## src/sv/ps2sc_pkg.sv

```systemverilog
// ----------------------------------------------------------------------------
// ps2sc_pkg
// Shared types, scan code constants and translation tables for the PS/2
// set-1 scan code decoder with its character FIFO.
// ----------------------------------------------------------------------------
package ps2sc_pkg;

	localparam int FIFO_DEPTH = 256;
	localparam int FIFO_AW    = $clog2(FIFO_DEPTH);

	localparam logic [7:0] NAV_BASE_RESET = 8'h80;

	localparam logic [7:0] SC_PREFIX   = 8'hE0;
	localparam logic [7:0] SC_LSHIFT   = 8'h2A;
	localparam logic [7:0] SC_RSHIFT   = 8'h36;
	localparam logic [7:0] SC_CTRL     = 8'h1D;
	localparam logic [7:0] SC_CAPS     = 8'h3A;
	localparam logic [7:0] SC_UP       = 8'h48;
	localparam logic [7:0] SC_DOWN     = 8'h50;
	localparam logic [7:0] SC_LEFT     = 8'h4B;
	localparam logic [7:0] SC_RIGHT    = 8'h4D;
	localparam logic [7:0] SC_HOME     = 8'h47;
	localparam logic [7:0] SC_END      = 8'h4F;
	localparam logic [7:0] SC_DELETE   = 8'h53;
	localparam logic [7:0] SC_PGUP     = 8'h49;
	localparam logic [7:0] SC_PGDN     = 8'h51;
	localparam logic [7:0] SC_INSERT   = 8'h52;
	localparam logic [7:0] REL_BIT     = 8'h80;
	localparam logic [7:0] LOW_MASK    = 8'h7F;

	localparam logic FUNC_SCAN = 1'b0;
	localparam logic FUNC_POP  = 1'b1;

	typedef struct packed {
		logic       func;
		logic [7:0] scan_byte;
	} in_item_t;

	typedef struct packed {
		logic [7:0] out_char;
		logic       out_valid;
		logic       dropped;
		logic [7:0] fifo_level;
	} out_item_t;

	typedef struct packed {
		logic push;
		logic pop;
	} fifo_req_t;

	typedef struct packed {
		logic       full;
		logic       empty;
		logic [7:0] level;
	} fifo_stat_t;

	typedef struct packed {
		logic       hit;
		logic [3:0] offset;
	} nav_t;

	// extended make code to navigation key offset
	function automatic nav_t nav_lookup(input logic [7:0] sc);
		nav_t n;
		n.hit = 1'b1;
		unique case (sc)
			SC_UP:     n.offset = 4'd0;
			SC_DOWN:   n.offset = 4'd1;
			SC_LEFT:   n.offset = 4'd2;
			SC_RIGHT:  n.offset = 4'd3;
			SC_HOME:   n.offset = 4'd4;
			SC_END:    n.offset = 4'd5;
			SC_DELETE: n.offset = 4'd6;
			SC_PGUP:   n.offset = 4'd7;
			SC_PGDN:   n.offset = 4'd8;
			SC_INSERT: n.offset = 4'd9;
			default: begin
				n.hit    = 1'b0;
				n.offset = 4'd0;
			end
		endcase
		return n;
	endfunction

	// normal and shifted translation tables, 0 for unmapped codes
	function automatic logic [7:0] scan_to_char(input logic [6:0] idx, input logic shift);
		logic [7:0] c;
		unique case (idx)
			7'd1:  c = 8'h1B;
			7'd2:  c = shift ? 8'h21 : 8'h31;
			7'd3:  c = shift ? 8'h40 : 8'h32;
			7'd4:  c = shift ? 8'h23 : 8'h33;
			7'd5:  c = shift ? 8'h24 : 8'h34;
			7'd6:  c = shift ? 8'h25 : 8'h35;
			7'd7:  c = shift ? 8'h5E : 8'h36;
			7'd8:  c = shift ? 8'h26 : 8'h37;
			7'd9:  c = shift ? 8'h2A : 8'h38;
			7'd10: c = shift ? 8'h28 : 8'h39;
			7'd11: c = shift ? 8'h29 : 8'h30;
			7'd12: c = shift ? 8'h5F : 8'h2D;
			7'd13: c = shift ? 8'h2B : 8'h3D;
			7'd14: c = 8'h08;
			7'd15: c = 8'h09;
			7'd16: c = shift ? 8'h51 : 8'h71;
			7'd17: c = shift ? 8'h57 : 8'h77;
			7'd18: c = shift ? 8'h45 : 8'h65;
			7'd19: c = shift ? 8'h52 : 8'h72;
			7'd20: c = shift ? 8'h54 : 8'h74;
			7'd21: c = shift ? 8'h59 : 8'h79;
			7'd22: c = shift ? 8'h55 : 8'h75;
			7'd23: c = shift ? 8'h49 : 8'h69;
			7'd24: c = shift ? 8'h4F : 8'h6F;
			7'd25: c = shift ? 8'h50 : 8'h70;
			7'd26: c = shift ? 8'h7B : 8'h5B;
			7'd27: c = shift ? 8'h7D : 8'h5D;
			7'd28: c = 8'h0A;
			7'd30: c = shift ? 8'h41 : 8'h61;
			7'd31: c = shift ? 8'h53 : 8'h73;
			7'd32: c = shift ? 8'h44 : 8'h64;
			7'd33: c = shift ? 8'h46 : 8'h66;
			7'd34: c = shift ? 8'h47 : 8'h67;
			7'd35: c = shift ? 8'h48 : 8'h68;
			7'd36: c = shift ? 8'h4A : 8'h6A;
			7'd37: c = shift ? 8'h4B : 8'h6B;
			7'd38: c = shift ? 8'h4C : 8'h6C;
			7'd39: c = shift ? 8'h3A : 8'h3B;
			7'd40: c = shift ? 8'h22 : 8'h27;
			7'd41: c = shift ? 8'h7E : 8'h60;
			7'd43: c = shift ? 8'h7C : 8'h5C;
			7'd44: c = shift ? 8'h5A : 8'h7A;
			7'd45: c = shift ? 8'h58 : 8'h78;
			7'd46: c = shift ? 8'h43 : 8'h63;
			7'd47: c = shift ? 8'h56 : 8'h76;
			7'd48: c = shift ? 8'h42 : 8'h62;
			7'd49: c = shift ? 8'h4E : 8'h6E;
			7'd50: c = shift ? 8'h4D : 8'h6D;
			7'd51: c = shift ? 8'h3C : 8'h2C;
			7'd52: c = shift ? 8'h3E : 8'h2E;
			7'd53: c = shift ? 8'h3F : 8'h2F;
			7'd55: c = 8'h2A;
			7'd57: c = 8'h20;
			7'd71: c = 8'h37;
			7'd72: c = 8'h38;
			7'd73: c = 8'h39;
			7'd74: c = 8'h2D;
			7'd75: c = 8'h34;
			7'd76: c = 8'h35;
			7'd77: c = 8'h36;
			7'd78: c = 8'h2B;
			7'd79: c = 8'h31;
			7'd80: c = 8'h32;
			7'd81: c = 8'h33;
			7'd82: c = 8'h30;
			7'd83: c = 8'h2E;
			default: c = 8'h00;
		endcase
		return c;
	endfunction

endpackage

```

## src/sv/ps2sc_decoder.sv

```systemverilog
// ----------------------------------------------------------------------------
// ps2sc_decoder
// Modifier and prefix tracking plus scan byte to character translation.
// ----------------------------------------------------------------------------
module ps2sc_decoder (
	input  logic       clk,
	input  logic       arst_n,
	input  logic       step,
	input  logic [7:0] scan_byte,
	input  logic [7:0] nav_base,
	output logic [7:0] char_out
);
	import ps2sc_pkg::*;

	logic shift_q, caps_q, ctrl_q, prefix_q;
	logic shift_d, caps_d, ctrl_d, prefix_d;
	logic [7:0] low;
	logic [7:0] tc;
	logic       is_letter;
	nav_t       nav;

	assign low = scan_byte & LOW_MASK;
	assign nav = nav_lookup(scan_byte);

	always_comb begin
		shift_d  = shift_q;
		caps_d   = caps_q;
		ctrl_d   = ctrl_q;
		prefix_d = prefix_q;
		char_out = 8'h00;
		tc        = scan_to_char(scan_byte[6:0], shift_q);
		is_letter = 1'b0;
		if (scan_byte == SC_PREFIX) begin
			prefix_d = 1'b1;
		end else if (prefix_q) begin
			prefix_d = 1'b0;
			// extended release is ignored
			if ((scan_byte & REL_BIT) == 8'h00 && nav.hit) begin
				char_out = nav_base + {4'h0, nav.offset};
			end
		end else if ((scan_byte & REL_BIT) != 8'h00) begin
			if (low == SC_LSHIFT || low == SC_RSHIFT) begin
				shift_d = 1'b0;
			end
			if (low == SC_CTRL) begin
				ctrl_d = 1'b0;
			end
		end else if (scan_byte == SC_LSHIFT || scan_byte == SC_RSHIFT) begin
			shift_d = 1'b1;
		end else if (scan_byte == SC_CAPS) begin
			caps_d = ~caps_q;
		end else if (scan_byte == SC_CTRL) begin
			ctrl_d = 1'b1;
		end else begin
			is_letter = (tc >= 8'h61 && tc <= 8'h7A) || (tc >= 8'h41 && tc <= 8'h5A);
			// caps flips bit 5 of letters only
			if (caps_q && is_letter) begin
				tc = tc ^ 8'h20;
			end
			if (ctrl_q && is_letter) begin
				tc = tc & 8'h1F;
			end
			char_out = tc;
		end
	end

	always_ff @(posedge clk or negedge arst_n) begin
		if (!arst_n) begin
			shift_q  <= 1'b0;
			caps_q   <= 1'b0;
			ctrl_q   <= 1'b0;
			prefix_q <= 1'b0;
		end else if (step) begin
			shift_q  <= shift_d;
			caps_q   <= caps_d;
			ctrl_q   <= ctrl_d;
			prefix_q <= prefix_d;
		end
	end

endmodule

```

## src/sv/ps2sc_fifo.sv

```systemverilog
// ----------------------------------------------------------------------------
// ps2sc_fifo
// Ring buffer of characters holding up to FIFO_DEPTH-1 entries, with a
// registered read port and a level count.
// ----------------------------------------------------------------------------
module ps2sc_fifo (
	input  logic                   clk,
	input  logic                   arst_n,
	input  ps2sc_pkg::fifo_req_t   req,
	input  logic [7:0]             wdata,
	output ps2sc_pkg::fifo_stat_t  stat,
	output logic [7:0]             rdata
);
	import ps2sc_pkg::*;

	logic [7:0]         mem [FIFO_DEPTH];
	logic [FIFO_AW-1:0] wptr_q, rptr_q, count_q;
	logic [FIFO_AW-1:0] count_d;
	logic [FIFO_AW+7:0] lvl_wide;
	logic               push_ok, pop_ok;

	assign stat.full  = (count_q == FIFO_AW'(FIFO_DEPTH - 1));
	assign stat.empty = (count_q == '0);
	assign push_ok    = req.push && !stat.full;
	assign pop_ok     = req.pop && !stat.empty;

	always_comb begin
		count_d = count_q;
		if (push_ok) begin
			count_d = count_q + 1'b1;
		end else if (pop_ok) begin
			count_d = count_q - 1'b1;
		end
	end

	// level after this item, saturated to 8 bits
	assign lvl_wide   = (FIFO_AW + 8)'(count_d);
	assign stat.level = (lvl_wide > (FIFO_AW + 8)'(255)) ? 8'hFF : lvl_wide[7:0];

	always_ff @(posedge clk or negedge arst_n) begin
		if (!arst_n) begin
			wptr_q  <= '0;
			rptr_q  <= '0;
			count_q <= '0;
		end else begin
			count_q <= count_d;
			if (push_ok) begin
				wptr_q <= (wptr_q == FIFO_AW'(FIFO_DEPTH - 1)) ? '0 : wptr_q + 1'b1;
			end
			if (pop_ok) begin
				rptr_q <= (rptr_q == FIFO_AW'(FIFO_DEPTH - 1)) ? '0 : rptr_q + 1'b1;
			end
		end
	end

	always_ff @(posedge clk) begin
		if (push_ok) begin
			mem[wptr_q] <= wdata;
		end
		if (pop_ok) begin
			rdata <= mem[rptr_q];
		end
	end

endmodule

```

## src/sv/ps2_scancode_to_ascii_fifo_top.sv

```systemverilog
// ----------------------------------------------------------------------------
// ps2_scancode_to_ascii_fifo_top
// PS/2 set-1 scan code to character decoder feeding a character FIFO.
//
//   channel  direction  handshake          payload
//   in       input      in_valid/in_stall  in_item  (func, scan_byte)
//   out      output     out_valid/out_stall out_item (out_char, out_valid,
//                                                     dropped, fifo_level)
//   cfg      input      cfg_we             cfg_wdata (nav_key_base)
//
// One item per cycle sustained while out_stall is low; a result is presented
// once its item has passed the input register, then decode and FIFO update
// into the result register, which also holds the memory read data for a pop.
// Reset clears modifiers, prefix, FIFO pointers and count; nav_key_base
// resets to 128. The ring contents are not cleared.
// out_stall holds the result register; the input register keeps taking an
// item until it is also full, then in_stall rises.
// ----------------------------------------------------------------------------
module ps2_scancode_to_ascii_fifo_top (
	input  logic                   clk,
	input  logic                   arst_n,
	input  logic                   in_valid,
	output logic                   in_stall,
	input  ps2sc_pkg::in_item_t    in_item,
	output logic                   out_valid,
	input  logic                   out_stall,
	output ps2sc_pkg::out_item_t   out_item,
	input  logic                   cfg_we,
	input  logic [7:0]             cfg_wdata
);
	import ps2sc_pkg::*;

	logic       s1_valid_q, s2_valid_q;
	in_item_t   item_s1;
	logic [7:0] nav_base_q;
	logic       adv, step;
	logic [7:0] dec_char;
	logic [7:0] rdata;
	fifo_req_t  req;
	fifo_stat_t stat;

	logic [7:0] char_s2;
	logic       sel_rd_s2, valid_s2, dropped_s2;
	logic [7:0] level_s2;

	assign adv      = !s2_valid_q || !out_stall;
	assign in_stall = s1_valid_q && !adv;
	assign step     = s1_valid_q && adv;

	assign req.push = step && (item_s1.func == FUNC_SCAN) && (dec_char != 8'h00);
	assign req.pop  = step && (item_s1.func == FUNC_POP);

	ps2sc_decoder u_decoder (
		.clk       (clk),
		.arst_n    (arst_n),
		.step      (step && (item_s1.func == FUNC_SCAN)),
		.scan_byte (item_s1.scan_byte),
		.nav_base  (nav_base_q),
		.char_out  (dec_char)
	);

	ps2sc_fifo u_fifo (
		.clk    (clk),
		.arst_n (arst_n),
		.req    (req),
		.wdata  (dec_char),
		.stat   (stat),
		.rdata  (rdata)
	);

	always_ff @(posedge clk or negedge arst_n) begin
		if (!arst_n) begin
			s1_valid_q <= 1'b0;
			s2_valid_q <= 1'b0;
			nav_base_q <= NAV_BASE_RESET;
		end else begin
			if (cfg_we) begin
				nav_base_q <= cfg_wdata;
			end
			if (!in_stall) begin
				s1_valid_q <= in_valid;
			end
			if (adv) begin
				s2_valid_q <= s1_valid_q;
			end
		end
	end

	always_ff @(posedge clk) begin
		if (in_valid && !in_stall) begin
			item_s1 <= in_item;
		end
		if (step) begin
			char_s2    <= (item_s1.func == FUNC_SCAN) ? dec_char : 8'h00;
			sel_rd_s2  <= req.pop && !stat.empty;
			valid_s2   <= (req.push && !stat.full) || (req.pop && !stat.empty);
			dropped_s2 <= req.push && stat.full;
			level_s2   <= stat.level;
		end
	end

	assign out_valid           = s2_valid_q;
	assign out_item.out_char   = sel_rd_s2 ? rdata : char_s2;
	assign out_item.out_valid  = valid_s2;
	assign out_item.dropped    = dropped_s2;
	assign out_item.fifo_level = level_s2;

endmodule

```

## config.mk

```make
export PLATFORM = sky130hd
export DESIGN_NAME = ps2_scancode_to_ascii_fifo_top
export DESIGN_NICKNAME = d
export VERILOG_FILES = /design/src/sv/ps2sc_pkg.sv /design/src/sv/ps2sc_decoder.sv /design/src/sv/ps2sc_fifo.sv /design/src/sv/ps2_scancode_to_ascii_fifo_top.sv
export SDC_FILE = /design/constraint.sdc
export NUM_CORES = 2
export LEC_CHECK = 0
export BUFFER_PORTS_ARGS = -buffer_cell sky130_fd_sc_hd__buf_2
export CORE_UTILIZATION = 60
export CTS_CLUSTER_DIAMETER = 80
export DETAILED_ROUTE_END_ITERATION = 16
export GPL_TIMING_DRIVEN = 0
export HOLD_SLACK_MARGIN = 0.12
export PLACE_DENSITY = 0.76
export SKIP_CTS_REPAIR_TIMING = 1
export SYNTH_ARGS = -nofsm -noshare
export SYNTH_HDL_FRONTEND = slang
export SYNTH_SLANG_ARGS = --single-unit
```

## constraint.sdc

```tcl
create_clock -name clk -period 11 [get_ports clk]
set_input_delay 0.55 -clock clk [delete_from_list [all_inputs] [get_ports clk]]
set_output_delay 0.55 -clock clk [all_outputs]
set_load 0.05 [all_outputs]
```

==> impl_metrics.toml <==
[synthesis]
synthArstFlopShare_pct = 1.791
synth_warnings = 0
synth_edf_count = 2084
synth_cell_types = 83
ys.flop_type = "edfxtp_1"
ys_seq_area_share_pct = 74.73
ys_seq_elements = 2122
synth_fp_nets = 3914
avgSynthCellArea_um2 = 21.92
synthCells = 3879
netlist_area_mm2 = 0.08502

[power_and_ir_drop]
p_leak_nw = 30.39
pwr_density_cell_mw_per_mm2 = 233.8
p_total_mw = 22.26
pwr-share-seq_pct = 40.9
pwr-share-clk_pct = 30.8
switching_power_mw = 6.812
combPwrFrac_pct = 28.3
internal_power_mw = 15.44
vdd_ir_drop_max_mv = 0.1791
swShare_pct = 30.61

[layout]
final_common_cell = "edfxtp_1"
final_layout_size_suffix_gt1_share_pct = 27.86
final_cell_mix = "edfxtp_1 (2,084), mux4_2 (680), clkbuf_16 (204)"
layout.nets = 4216
final_cells = 6227
area_delta_synth_final_pct = 11.97
n_fill_cell = 8381
finish.instance_area_mm2 = 0.09520
multi_input_comb_area_mm2 = 0.02052
post-route-util_pct = 67.98
regArea_mm2 = 0.06353

[clocking]
cts_tree = "yes"
cts_buffers = 202
clkSinkCount = 2122
path_clk_slew_ps = 60
cts_buffer_depth = 3
cts_htree_levels = 4
cts_root_buffer = "clkbuf_16"
clk_latency_ps = 860

[sta]
slew_headroom_pct = -6.290
finalHoldViolCount = 0
rsz0062_at_grt = "false"
clock_skew_ps = 29.25
layout_min_cycle_time_ps = 7246
drv_slew = 22
holdWs_ps = 206.2
post-route-period-util_pct = 65.87
fmax_mhz = 138.0
tightest_slew_ps = 1594
finalSetupViolCount = 0

[die]
dieArea_mm2 = 0.1432
die_x_um = 378.4
fp.dieH_um = 378.4
core_mm2 = 0.1400
io_pins = 42
row_count = 137
initial_core_util_pct = 60.71

[setup_path]
critPathCaptureType = "flip-flop"
cpMostUsedCell = "buf_2"
slowest_delay_ps = 920
path_max_fanout = 10
critPathKind = "flip-flop to flip-flop"
critPathSlowestCell = "clkbuf_1"
crit_path_start_kind = "flip-flop"
rr_worst_depth = 20
critical_path_arrival_ps = 7830
cp.required_ps = 11590
cp_cell_sequence = "buf_2 -> buf_2 -> buf_2 -> nor3b_1 -> a22oi_1 -> nor4b_1 -> ha_1 -> nand3_1 -> a21boi_0 -> o2111ai_1 -> xor2_1 -> nand2_1 -> a21oi_1 -> and4_1 -> a31o_1 -> clkbuf_1 -> clkbuf_1 -> buf_2 -> nor3_1 -> buf_2"

[global_routing]
track_usage_pct = 32.29
grt_max_degree = 157
grt_pass1_wl_um = 318300
antenna_found_initial = 12
gr-total-overflow = 0
first_global_vias = 43230

[detailed_routing]
drt_first_pass_iters = 6
detail_route.wl_per_cell_um = 36.43
first_iter_violations = 7075
drc = 0
vias = 44090
ant_nets = 0
drt_wl_total_um = 226800
vias_per_cell = 7.081

[placement]
gp_congestion = 0.9440
place_area_mm2 = 0.08831
placed_cells = 5826
port_buffers = 40
hpwl_um = 147700

[outcome]
status = "complete, but fails checks"
violations = "max-capacitance violations, max-slew violations"

[run]
maxCapViolations = 4

[min_path]
hold_depth = 2
hold_class = "input pin to flip-flop"
[per-layer routing]
layer  track usage [%]  part of all wire, %  up-vias
met1             44.67                   36    22960
met4             15.95                  5.5       16
met3             8.838                   13      607
met5                 0                0.061        -
met2             48.06                   46     3494
li1                  -                    -    17020
[cell families after synthesis]
group	count (synthesis)	synth area share (%)
simple gates	604	3.956
fa+ha+maj	13	0.2001
flops	2122	74.73
compound gates	144	1.183
mux	702	18.30
buf+inv	269	1.377
xor+xnor	25	0.2575
[cells in the mapped netlist, types with 5 or more instances]
cell type / count / area share (%)
nor2_4: 45 / 0.60
a21oi_1: 23 / 0.14
a32oi_1: 6 / 0.062
nor3b_1: 11 / 0.097
dfrtp_1: 37 / 1.1
o21ai_0: 33 / 0.19
ha_1: 12 / 0.18
mux4_2: 680 / 18
inv_1: 13 / 0.057
and2_1: 19 / 0.14
or4_1: 5 / 0.044
xor2_1: 9 / 0.093
o31ai_1: 5 / 0.044
nand4_1: 19 / 0.14
nand2_1: 110 / 0.49
buf_4: 5 / 0.044
buf_2: 32 / 0.19
nor2_2: 15 / 0.11
a31oi_1: 7 / 0.052
a21o_1: 5 / 0.044
or3_1: 9 / 0.066
nand3_1: 23 / 0.14
nor2b_1: 24 / 0.18
and3b_1: 5 / 0.052
buf_1: 60 / 0.26
nor2_1: 103 / 0.45
nor3_1: 145 / 0.85
mux2_2: 19 / 0.25
clkbuf_1: 147 / 0.65
xnor2_1: 16 / 0.16
buf_6: 5 / 0.066
nand2b_1: 24 / 0.18
nor4bb_1: 6 / 0.071
edfxtp_1: 2084 / 74
nor4_1: 6 / 0.044
and3_1: 14 / 0.10
o211ai_1: 8 / 0.071
[through the flow]
| step | TNS (ps) | worst slack, ps |
|---|---|---|
| after floorplan | 0 | 1297 |
| after global placement | -1409750 | -5525 |
| after detailed placement | 0 | 4220 |
| after CTS | 0 | 4142 |
| after global routing | 0 | 3744 |
| final | 0 | 3754 |
[critical path: cells and delay by family, from the launching register on]
kind                     cells  cell delay (ps)
buffers and inverters        7             3210
adder cells (fa/ha/maj)      1              340
AND/OR/NAND/NOR              6             1600
XOR/XNOR                     1              390
AO/OA/AOI/OAI                5             1050
flip-flops                   1              370
[cell type report]
type	instances	area share, %
Inverter	16	0.07097
Clock buffer	252	5.573
Timing Repair Buffer	98	1.167
Buffer	253	1.172
Clock inverter	121	1.260
Tap cell	1876	2.466
Multi-Input combinational cell	1488	21.55
Antenna cell	1	0.002629
Sequential cell	2122	66.74
[worst paths after layout]
path                                         from                            to  slack, ps
max                          item_s1[3]$_DFFE_PP_   u_fifo.mem[77][6]$_DFFE_PP_       3750
min                                        cfg_we     nav_base_q[5]$_DFFE_PN0P_        210
max reg2reg                  item_s1[3]$_DFFE_PP_   u_fifo.mem[77][6]$_DFFE_PP_       3750
min reg2reg                s1_valid_q$_DFFE_PN0N_         out_valid$_DFFE_PN0N_        500
max in group asynchronous                  arst_n  u_fifo.rptr_q[1]$_DFFE_PN0P_       9920
min in group asynchronous                  arst_n     nav_base_q[0]$_DFFE_PN0P_        440
[power groups by stage]
stage | combinational, mW | sequential [mW] | clock, mW
after floorplan | 3.79 | 9.33 | 0
after global placement | 5.97 | 9.38 | 0
after detailed placement | 6.10 | 9.26 | 0
after CTS | 6.18 | 9.10 | 6.88
after global routing | 6.42 | 9.10 | 7.17
final | 6.29 | 9.10 | 6.86
[sequential cells by signal (all words and copies together) (netlist names)]
name	count
u_decoder.shift_q	1
nav_base_q	8
out_valid	1
u_decoder.prefix_q	1
u_decoder.ctrl_q	1
level_s2	8
sel_rd_s2	1
dropped_s2	1
u_fifo.count_q	8
u_fifo.mem	2048
u_decoder.caps_q	1
u_fifo.rptr_q	8
u_fifo.wptr_q	8
item_s1	9
s1_valid_q	1
char_s2	8
u_fifo.rdata	8
valid_s2	1
(Power assumes the default switching activity.)
